===== src/mcsi_pkg.sv =====
// Shared types and constants for the slot interpolator.
// No dependencies; imported by every module of the block.
`default_nettype none

package mcsi_pkg;

   localparam int VALUE_W     = 32;
   localparam int COUNT_W     = 7;
   localparam int INV_W       = 31;
   localparam int INDEX_W     = 6;
   localparam int PROD_W      = 64;
   localparam int Q_SHIFT     = 30;
   localparam int REQ_TDATA_W = 104;
   localparam int RSP_TDATA_W = 40;

   localparam logic [VALUE_W-1:0] ONE_Q30 = 32'h4000_0000;

   typedef enum logic [2:0] {
      ST_IDLE,
      ST_MUL_A,
      ST_MUL_B,
      ST_EMIT,
      ST_ERR
   } state_type;

   typedef struct packed {
      logic [VALUE_W-1:0] value;
      logic [INDEX_W-1:0] index;
      logic               last;
      logic               error;
   } rsp_item_type;

endpackage

`default_nettype wire


===== src/matrix_coef_slot_interpolator.sv =====
// Top level of the upmix coefficient slot interpolator: ports and output register.
// Depends on mcsi_pkg, mcsi_seq (which holds mcsi_mul).
//
//  channel | dir | handshake             | contents
//  --------+-----+-----------------------+---------------------------------------------
//  req     | in  | req_tvalid/req_tready | tuser first; tdata anchor, target, count, inv
//  rsp     | out | rsp_tvalid/rsp_tready | tdata value, slot index; tlast; tuser error
//
// Each slot runs three steps on the one shared 32x32 multiplier: prev*(1-alpha),
// alpha*target, then the sum goes to the output register. An item with N slots keeps
// the block busy until its last slot is pushed, a rejected item until its error is
// pushed; a zero-slot item leaves it idle. A full output register stalls both pushes.
// Synchronous reset empties the output and clears start value and slot counter to zero.
`default_nettype none

module matrix_coef_slot_interpolator
   import mcsi_pkg::*;
#(
   parameter int SLOT_CAPACITY = 64
)
(
   input  wire logic                   clock,
   input  wire logic                   reset,
   // request side
   input  wire logic                   req_tvalid,
   output logic                        req_tready,
   // [31:0] anchor_value, [63:32] target_value, [70:64] slot_count,
   // [101:71] inv_slot_q30, [103:102] zero
   input  wire logic [REQ_TDATA_W-1:0] req_tdata,
   // [0] first
   input  wire logic                   req_tuser,
   // result side
   output logic                        rsp_tvalid,
   input  wire logic                   rsp_tready,
   // [31:0] interp_value, [37:32] slot_index, [39:38] zero
   output logic [RSP_TDATA_W-1:0]      rsp_tdata,
   output logic                        rsp_tlast,
   // [0] error
   output logic                        rsp_tuser
);

   logic         rsp_valid_ff, rsp_valid_in;
   rsp_item_type rsp_item_ff, rsp_item_in;
   rsp_item_type seq_item;
   logic         seq_push;
   logic         out_ready;

   // the output register can take a new slot when empty or being drained
   assign out_ready = !rsp_valid_ff || rsp_tready;

   mcsi_seq #(
      .SLOT_CAPACITY (SLOT_CAPACITY)
   ) u_seq (
      .clock        (clock),
      .reset        (reset),
      .in_valid     (req_tvalid),
      .in_ready     (req_tready),
      .first        (req_tuser),
      .anchor_value (req_tdata[31:0]),
      .target_value (req_tdata[63:32]),
      .slot_count   (req_tdata[70:64]),
      .inv_slot_q30 (req_tdata[101:71]),
      .out_ready    (out_ready),
      .out_push     (seq_push),
      .out_item     (seq_item)
   );

   always_comb begin
      rsp_valid_in = rsp_valid_ff;
      rsp_item_in  = rsp_item_ff;
      if (seq_push) begin
         rsp_valid_in = 1'b1;
         rsp_item_in  = seq_item;
      end else if (rsp_tready) begin
         rsp_valid_in = 1'b0;
      end
   end

   always_ff @(posedge clock) begin
      if (reset) begin
         rsp_valid_ff <= 1'b0;
      end else begin
         rsp_valid_ff <= rsp_valid_in;
      end
   end

   always_ff @(posedge clock) begin
      rsp_item_ff <= rsp_item_in;
   end

   assign rsp_tvalid = rsp_valid_ff;
   assign rsp_tdata  = {2'b00, rsp_item_ff.index, rsp_item_ff.value};
   assign rsp_tlast  = rsp_item_ff.last;
   assign rsp_tuser  = rsp_item_ff.error;

endmodule

`default_nettype wire


===== src/mcsi_mul.sv =====
// Shared signed 32x32 multiplier with registered 64-bit product.
// Depends on mcsi_pkg.
`default_nettype none

module mcsi_mul
   import mcsi_pkg::*;
(
   input  wire logic                      clock,
   input  wire logic signed [VALUE_W-1:0] op_a,
   input  wire logic signed [VALUE_W-1:0] op_b,
   output logic signed [PROD_W-1:0]       prod_ff
);

   logic signed [PROD_W-1:0] prod_in;

   assign prod_in = op_a * op_b;

   always_ff @(posedge clock) begin
      prod_ff <= prod_in;
   end

endmodule

`default_nettype wire


===== src/mcsi_seq.sv =====
// Sequencer: capacity check, run state and per-slot schedule of the shared multiplier.
// Depends on mcsi_pkg and mcsi_mul.
`default_nettype none

module mcsi_seq
   import mcsi_pkg::*;
#(
   parameter int SLOT_CAPACITY = 64
)
(
   input  wire logic               clock,
   input  wire logic               reset,
   input  wire logic               in_valid,
   output logic                    in_ready,
   input  wire logic               first,
   input  wire logic [VALUE_W-1:0] anchor_value,
   input  wire logic [VALUE_W-1:0] target_value,
   input  wire logic [COUNT_W-1:0] slot_count,
   input  wire logic [INV_W-1:0]   inv_slot_q30,
   input  wire logic               out_ready,
   output logic                    out_push,
   output rsp_item_type            out_item
);

   localparam logic [COUNT_W:0] CAPACITY = (COUNT_W+1)'(SLOT_CAPACITY);

   state_type state_ff, state_in;

   // run state
   logic [VALUE_W-1:0] start_value_ff, start_value_in;
   logic [COUNT_W-1:0] slots_used_ff, slots_used_in;

   // per-item working registers
   logic [VALUE_W-1:0] prev_ff, prev_in;
   logic [VALUE_W-1:0] target_ff, target_in;
   logic [VALUE_W-1:0] inv_ff, inv_in;
   logic [VALUE_W-1:0] alpha_ff, alpha_in;
   logic [COUNT_W-1:0] count_ff, count_in;
   logic [COUNT_W-1:0] slot_ff, slot_in;
   logic [INDEX_W-1:0] idx_ff, idx_in;
   logic [VALUE_W-1:0] part_a_ff, part_a_in;

   logic signed [VALUE_W-1:0] op_a, op_b;
   logic signed [PROD_W-1:0]  prod_ff;

   logic [VALUE_W-1:0] prev_sel;
   logic [COUNT_W-1:0] used_sel;
   logic [COUNT_W:0]   used_sum;
   logic               over;
   logic [VALUE_W-1:0] slot_value;

   mcsi_mul u_mul (
      .clock   (clock),
      .op_a    (op_a),
      .op_b    (op_b),
      .prod_ff (prod_ff)
   );

   assign prev_sel   = first ? anchor_value : start_value_ff;
   assign used_sel   = first ? '0 : slots_used_ff;
   assign used_sum   = {1'b0, used_sel} + {1'b0, slot_count};
   assign over       = used_sum > CAPACITY;
   assign slot_value = part_a_ff + prod_ff[Q_SHIFT +: VALUE_W];

   always_ff @(posedge clock) begin
      if (reset) begin
         state_ff       <= ST_IDLE;
         start_value_ff <= '0;
         slots_used_ff  <= '0;
      end else begin
         state_ff       <= state_in;
         start_value_ff <= start_value_in;
         slots_used_ff  <= slots_used_in;
      end
   end

   always_ff @(posedge clock) begin
      prev_ff   <= prev_in;
      target_ff <= target_in;
      inv_ff    <= inv_in;
      alpha_ff  <= alpha_in;
      count_ff  <= count_in;
      slot_ff   <= slot_in;
      idx_ff    <= idx_in;
      part_a_ff <= part_a_in;
   end

   always_comb begin
      state_in       = state_ff;
      start_value_in = start_value_ff;
      slots_used_in  = slots_used_ff;
      prev_in        = prev_ff;
      target_in      = target_ff;
      inv_in         = inv_ff;
      alpha_in       = alpha_ff;
      count_in       = count_ff;
      slot_in        = slot_ff;
      idx_in         = idx_ff;
      part_a_in      = part_a_ff;
      in_ready       = 1'b0;
      out_push       = 1'b0;
      out_item       = '0;
      op_a           = prev_ff;
      op_b           = ONE_Q30 - alpha_ff;

      unique case (state_ff)
         ST_IDLE: begin
            in_ready = 1'b1;
            if (in_valid) begin
               if (over) begin
                  // rejected: run state untouched, even on first
                  state_in = ST_ERR;
               end else begin
                  start_value_in = target_value;
                  slots_used_in  = used_sum[COUNT_W-1:0];
                  prev_in        = prev_sel;
                  target_in      = target_value;
                  inv_in         = {1'b0, inv_slot_q30};
                  alpha_in       = {1'b0, inv_slot_q30};
                  count_in       = slot_count;
                  slot_in        = COUNT_W'(1);
                  idx_in         = used_sel[INDEX_W-1:0];
                  state_in       = (slot_count == '0) ? ST_IDLE : ST_MUL_A;
               end
            end
         end
         ST_MUL_A: begin
            // prev * (1 - alpha)
            op_a     = prev_ff;
            op_b     = ONE_Q30 - alpha_ff;
            state_in = ST_MUL_B;
         end
         ST_MUL_B: begin
            // alpha * target; keep the first term
            op_a      = alpha_ff;
            op_b      = target_ff;
            part_a_in = prod_ff[Q_SHIFT +: VALUE_W];
            state_in  = ST_EMIT;
         end
         ST_EMIT: begin
            // keep the second product in place while the output is stalled
            op_a = alpha_ff;
            op_b = target_ff;
            if (out_ready) begin
               out_push       = 1'b1;
               out_item.value = slot_value;
               out_item.index = idx_ff;
               out_item.last  = (slot_ff == count_ff);
               if (slot_ff == count_ff) begin
                  state_in = ST_IDLE;
               end else begin
                  slot_in  = slot_ff + COUNT_W'(1);
                  alpha_in = alpha_ff + inv_ff;
                  idx_in   = idx_ff + INDEX_W'(1);
                  state_in = ST_MUL_A;
               end
            end
         end
         ST_ERR: begin
            if (out_ready) begin
               out_push       = 1'b1;
               out_item.last  = 1'b1;
               out_item.error = 1'b1;
               state_in       = ST_IDLE;
            end
         end
         default: begin
            state_in = ST_IDLE;
         end
      endcase
   end

endmodule

`default_nettype wire


===== config.mk =====
export PLATFORM = sky130hd
export DESIGN_NAME = matrix_coef_slot_interpolator
export DESIGN_NICKNAME = d
export VERILOG_FILES = /design/src/mcsi_pkg.sv /design/src/matrix_coef_slot_interpolator.sv /design/src/mcsi_mul.sv /design/src/mcsi_seq.sv
export SDC_FILE = /design/constraint.sdc
export NUM_CORES = 2
export LEC_CHECK = 0
export BUFFER_PORTS_ARGS = -buffer_cell sky130_fd_sc_hd__buf_2
export CORE_ASPECT_RATIO = 0.9
export CORE_MARGIN = 5
export CORE_UTILIZATION = 45
export DETAILED_ROUTE_END_ITERATION = 7
export PLACE_DENSITY = 0.62
export SETUP_SLACK_MARGIN = 0.4
export SYNTH_ARGS = -nofsm -noshare
export SYNTH_HDL_FRONTEND = slang
export SYNTH_SLANG_ARGS = --single-unit

===== constraint.sdc =====
create_clock -name clock -period 11.69 [get_ports clock]
set_input_delay 1.169 -clock clock [delete_from_list [all_inputs] [get_ports clock]]
set_output_delay 1.169 -clock clock [all_outputs]
set_load 0.02 [all_outputs]

==> out/metrics.cfg <==
[run_status]
run_status = complete, no violations

[worst_setup_path]
end_kind = flip-flop
critical_path_type = flip-flop to flip-flop
worstSetupStartpoint = u_seq.alpha_ff[4]$_DFFE_PP_
critical_path.startpoint_type = flip-flop
critical_path.max_stage_delay_ns = 0.80
dominant_cell_type_by_count_on_the_critical_path = sky130_fd_sc_hd__fa_1
critical_path_required_ns = 12.13
worst_r2r_startpoint = u_seq.alpha_ff[4]$_DFFE_PP_
critical_path.endpoint = u_seq.u_mul.prod_ff[61]$_DFF_P_
worst-r2r-cell-count = 31
critPathSlowestCell = sky130_fd_sc_hd__a21oi_2
critical_path.max_fanout = 12
setup.reg_to_reg.worst_slack_ns = 1.07
worst-endpoint-arrival_ns = 11.07
timing.rr.end = u_seq.u_mul.prod_ff[61]$_DFF_P_

[min_path]
hold-path-cell-count = 0
hold_path_class = flip-flop to flip-flop

[sta]
fmax_ghz = 0.0941
finalSetupViolCount = 0
finalHoldViolCount = 0
layout_worst_path_cycle_share_pct = 90.9
worst-slew-pin-transition_ns = 1.21
slew_headroom_pct = 17.2
fin_worst_skew_ns = 0.0364
grt_setup_unrepaired = no
totalNegativeSetupSlack_ns = 0
worst_slack_ns = 1.07
final-max-slew-violation-count = 0
finalCriticalPeriod_ns = 10.62

[placed_design]
numPlacedInstances = 6685
port_buffers = 148
place_hpwl_um = 112000
routabilityCongestion = 0.968
place_ws_ns = 1.32

[detailed_routing]
drt.antenna.violating_nets = 0
route.detailed.wl_per_inst_um = 20.4
drt-initial-drc-count = 2637
vias = 35700
post_drt_via_cell_ratio = 5.28
route.detailed.drc = 0
drt_pass1_iterations = 5
wirelength_um = 138000

[layout]
area_growth_pct = 8.13
num-fill-cells = 10100
layoutNonFillerInstCount = 6755
drive_gt1_share_pct = 7.96
nets = 6694
layout_utilization_pct = 49.1

[floorplan]
design.core.area_sq_um = 108000
count_of_boundary_i_o_pins = 153
die_area_sq_um = 115000
placement_rows = 114
die_x_um = 357
die_h_um = 323
initial_core_util_pct = 45.4

[clock_tree]
cts_buffer_depth = 3
tritoncts.num_buffers = 35
h-tree-depth = 2
ctsRootBufferMaster = sky130_fd_sc_hd__clkbuf_16
post_cts_resize_count = 0
clock_insertion_delay_worst_skew_ns = 0.58
clkSinkCount = 294
clkSlewWorstSetupHoldPaths_ns = 0.06
post_cts_hold_buffer_count = 0
tritoncts = built
postCtsSetupRepairBufs = 0

[logic_synthesis]
synth_flop_cell = sky130_fd_sc_hd__edfxtp_1
ys_types = 83
yosys_warnings = 0
ys_seq_area_share_pct = 16.5
postSynthAreaPerCell_sq_um = 9.41
synth_enable_flop_cells = 219
synth-seq-cells = 294
synth.cell_area_sq_um = 48900
post_synth_inst_count = 5192
async_set_reset_flop_share_out_of_synthesis_pct = 0

[global_route]
grt_start_max_net_pins = 88
initial_antenna_violation_count = 2
groute.usage.overall_pct = 24.7
first_pass_grt_wire_length_um = 218000
first_global_vias = 38000
globalRoute.totalOverflow = 0

[job]
max_cap_violations = 0

## final cells by class
| cell class | instances | area [sq um] | share of cell area (%) |
|---|---|---|---|
| clock inverters | 13 | 138 | 0.260 |
| inverters | 1096 | 4120 | 7.79 |
| well taps | 1450 | 1810 | 3.43 |
| diodes | 6 | 15.0 | 0.0284 |
| flip-flops and latches | 294 | 8080 | 15.3 |
| clock buffers | 51 | 1030 | 1.94 |
| multi-input cells | 3582 | 36000 | 68.1 |
| repair buffers | 263 | 1650 | 3.13 |
## cells in the final DEF (no fill, tap or decap), types with 79 or more instances in the layout
| cell | n |
|---|---|
| sky130_fd_sc_hd__inv_1 | 1095 |
| sky130_fd_sc_hd__fa_1 | 1064 |
| sky130_fd_sc_hd__nand2_1 | 1026 |
| sky130_fd_sc_hd__nor2_1 | 331 |
| sky130_fd_sc_hd__ha_1 | 249 |
| sky130_fd_sc_hd__edfxtp_1 | 219 |
| sky130_fd_sc_hd__buf_2 | 148 |
| sky130_fd_sc_hd__a21oi_1 | 144 |
| sky130_fd_sc_hd__buf_4 | 111 |
| sky130_fd_sc_hd__o21ai_0 | 85 |
| sky130_fd_sc_hd__xnor2_1 | 79 |
## per-layer routing
layer  GRT usage (%)  share of wire [%]  vias to the layer above  routed length (um)
met5               0                  0                        -                   0
li1                -                  -                    15800                   -
met1            33.3                 41                    18300               57100
met3            6.16                9.2                      236               12700
met2            39.1                 45                     1376               62300
met4            8.69                4.1                        0                5580
## registers in the layout (all words and copies together) (netlist names)
register              cells
rsp_tdata                38
u_seq.alpha_ff           32
u_seq.part_a_ff          32
u_seq.prev_ff            32
u_seq.start_value_ff     32
u_seq.target_ff          32
u_seq.u_mul.prod_ff      32
u_seq.inv_ff             31
u_seq.count_ff            7
u_seq.slot_ff             7
u_seq.slots_used_ff       7
u_seq.idx_ff              6
u_seq.state_ff            3
rsp_tlast                 1
rsp_tuser                 1
rsp_tvalid                1
## cells in the mapped netlist, types with 22 or more instances
cell type / number / area, sq um
sky130_fd_sc_hd__nor3_1: 34 / 170
sky130_fd_sc_hd__ha_1: 249 / 3120
sky130_fd_sc_hd__a21oi_1: 161 / 806
sky130_fd_sc_hd__mux2_2: 32 / 360
sky130_fd_sc_hd__xor2_1: 59 / 517
sky130_fd_sc_hd__nand2_1: 1029 / 3860
sky130_fd_sc_hd__a21o_1: 69 / 518
sky130_fd_sc_hd__nor2_1: 337 / 1260
sky130_fd_sc_hd__xnor2_1: 79 / 692
sky130_fd_sc_hd__clkbuf_1: 197 / 739
sky130_fd_sc_hd__mux2i_1: 33 / 330
sky130_fd_sc_hd__edfxtp_1: 219 / 6580
sky130_fd_sc_hd__fa_1: 1064 / 21300
sky130_fd_sc_hd__and2_1: 62 / 388
sky130_fd_sc_hd__nor2b_1: 22 / 138
sky130_fd_sc_hd__nand3_1: 30 / 150
sky130_fd_sc_hd__o21ai_0: 87 / 435
sky130_fd_sc_hd__inv_1: 1095 / 4110
sky130_fd_sc_hd__dfxtp_1: 75 / 1500
## critical path: cells and delay by family (launching register included)
family	cells	cell delay [ns]
xor+xnor	2	0.31
flops	1	0.54
fa+ha+maj	9	4.33
compound gates	6	2.03
buf+inv	5	0.75
simple gates	9	2.52
## stage by stage
stage	hold WS (ns)	cell area, sq um
2_1_floorplan	0.415	48900
6_report	0.437	52800
5_1_grt	0.454	52800
3_5_place_dp	0.426	51700
4_1_cts	0.440	52800
3_3_place_gp	0.425	51700
## worst min-delay path by stage
stage | slack (ns) | start | to
floorplan | 0.41 | u_seq.u_mul.prod_ff[30]$_DFF_P_ | u_seq.part_a_ff[0]$_DFFE_PP_
global placement | 0.42 | u_seq.u_mul.prod_ff[47]$_DFF_P_ | u_seq.part_a_ff[17]$_DFFE_PP_
detailed placement | 0.43 | u_seq.u_mul.prod_ff[50]$_DFF_P_ | u_seq.part_a_ff[20]$_DFFE_PP_
CTS | 0.44 | u_seq.u_mul.prod_ff[50]$_DFF_P_ | u_seq.part_a_ff[20]$_DFFE_PP_
global route | 0.45 | u_seq.u_mul.prod_ff[40]$_DFF_P_ | u_seq.part_a_ff[10]$_DFFE_PP_
finish | 0.44 | u_seq.u_mul.prod_ff[50]$_DFF_P_ | u_seq.part_a_ff[20]$_DFFE_PP_
## cell families (layout without fill, tap and decap cells)
kind of cell / Yosys count / count (layout) / share of synthesized area (%)
AO/OA/AOI/OAI: 437 / 437 / 5.52
XOR/XNOR: 138 / 138 / 2.47
adder cells (fa/ha/maj): 1313 / 1313 / 50.0
buffers and inverters: 1317 / 1423 / 10.2
flip-flops: 294 / 294 / 16.5
multiplexers: 68 / 68 / 1.51
other: 1 / 8 / 0.00767
AND/OR/NAND/NOR: 1624 / 1624 / 13.8
Power is not shown: default switching activity piles up to over one toggle a cycle in this logic, so the estimate is an artifact.
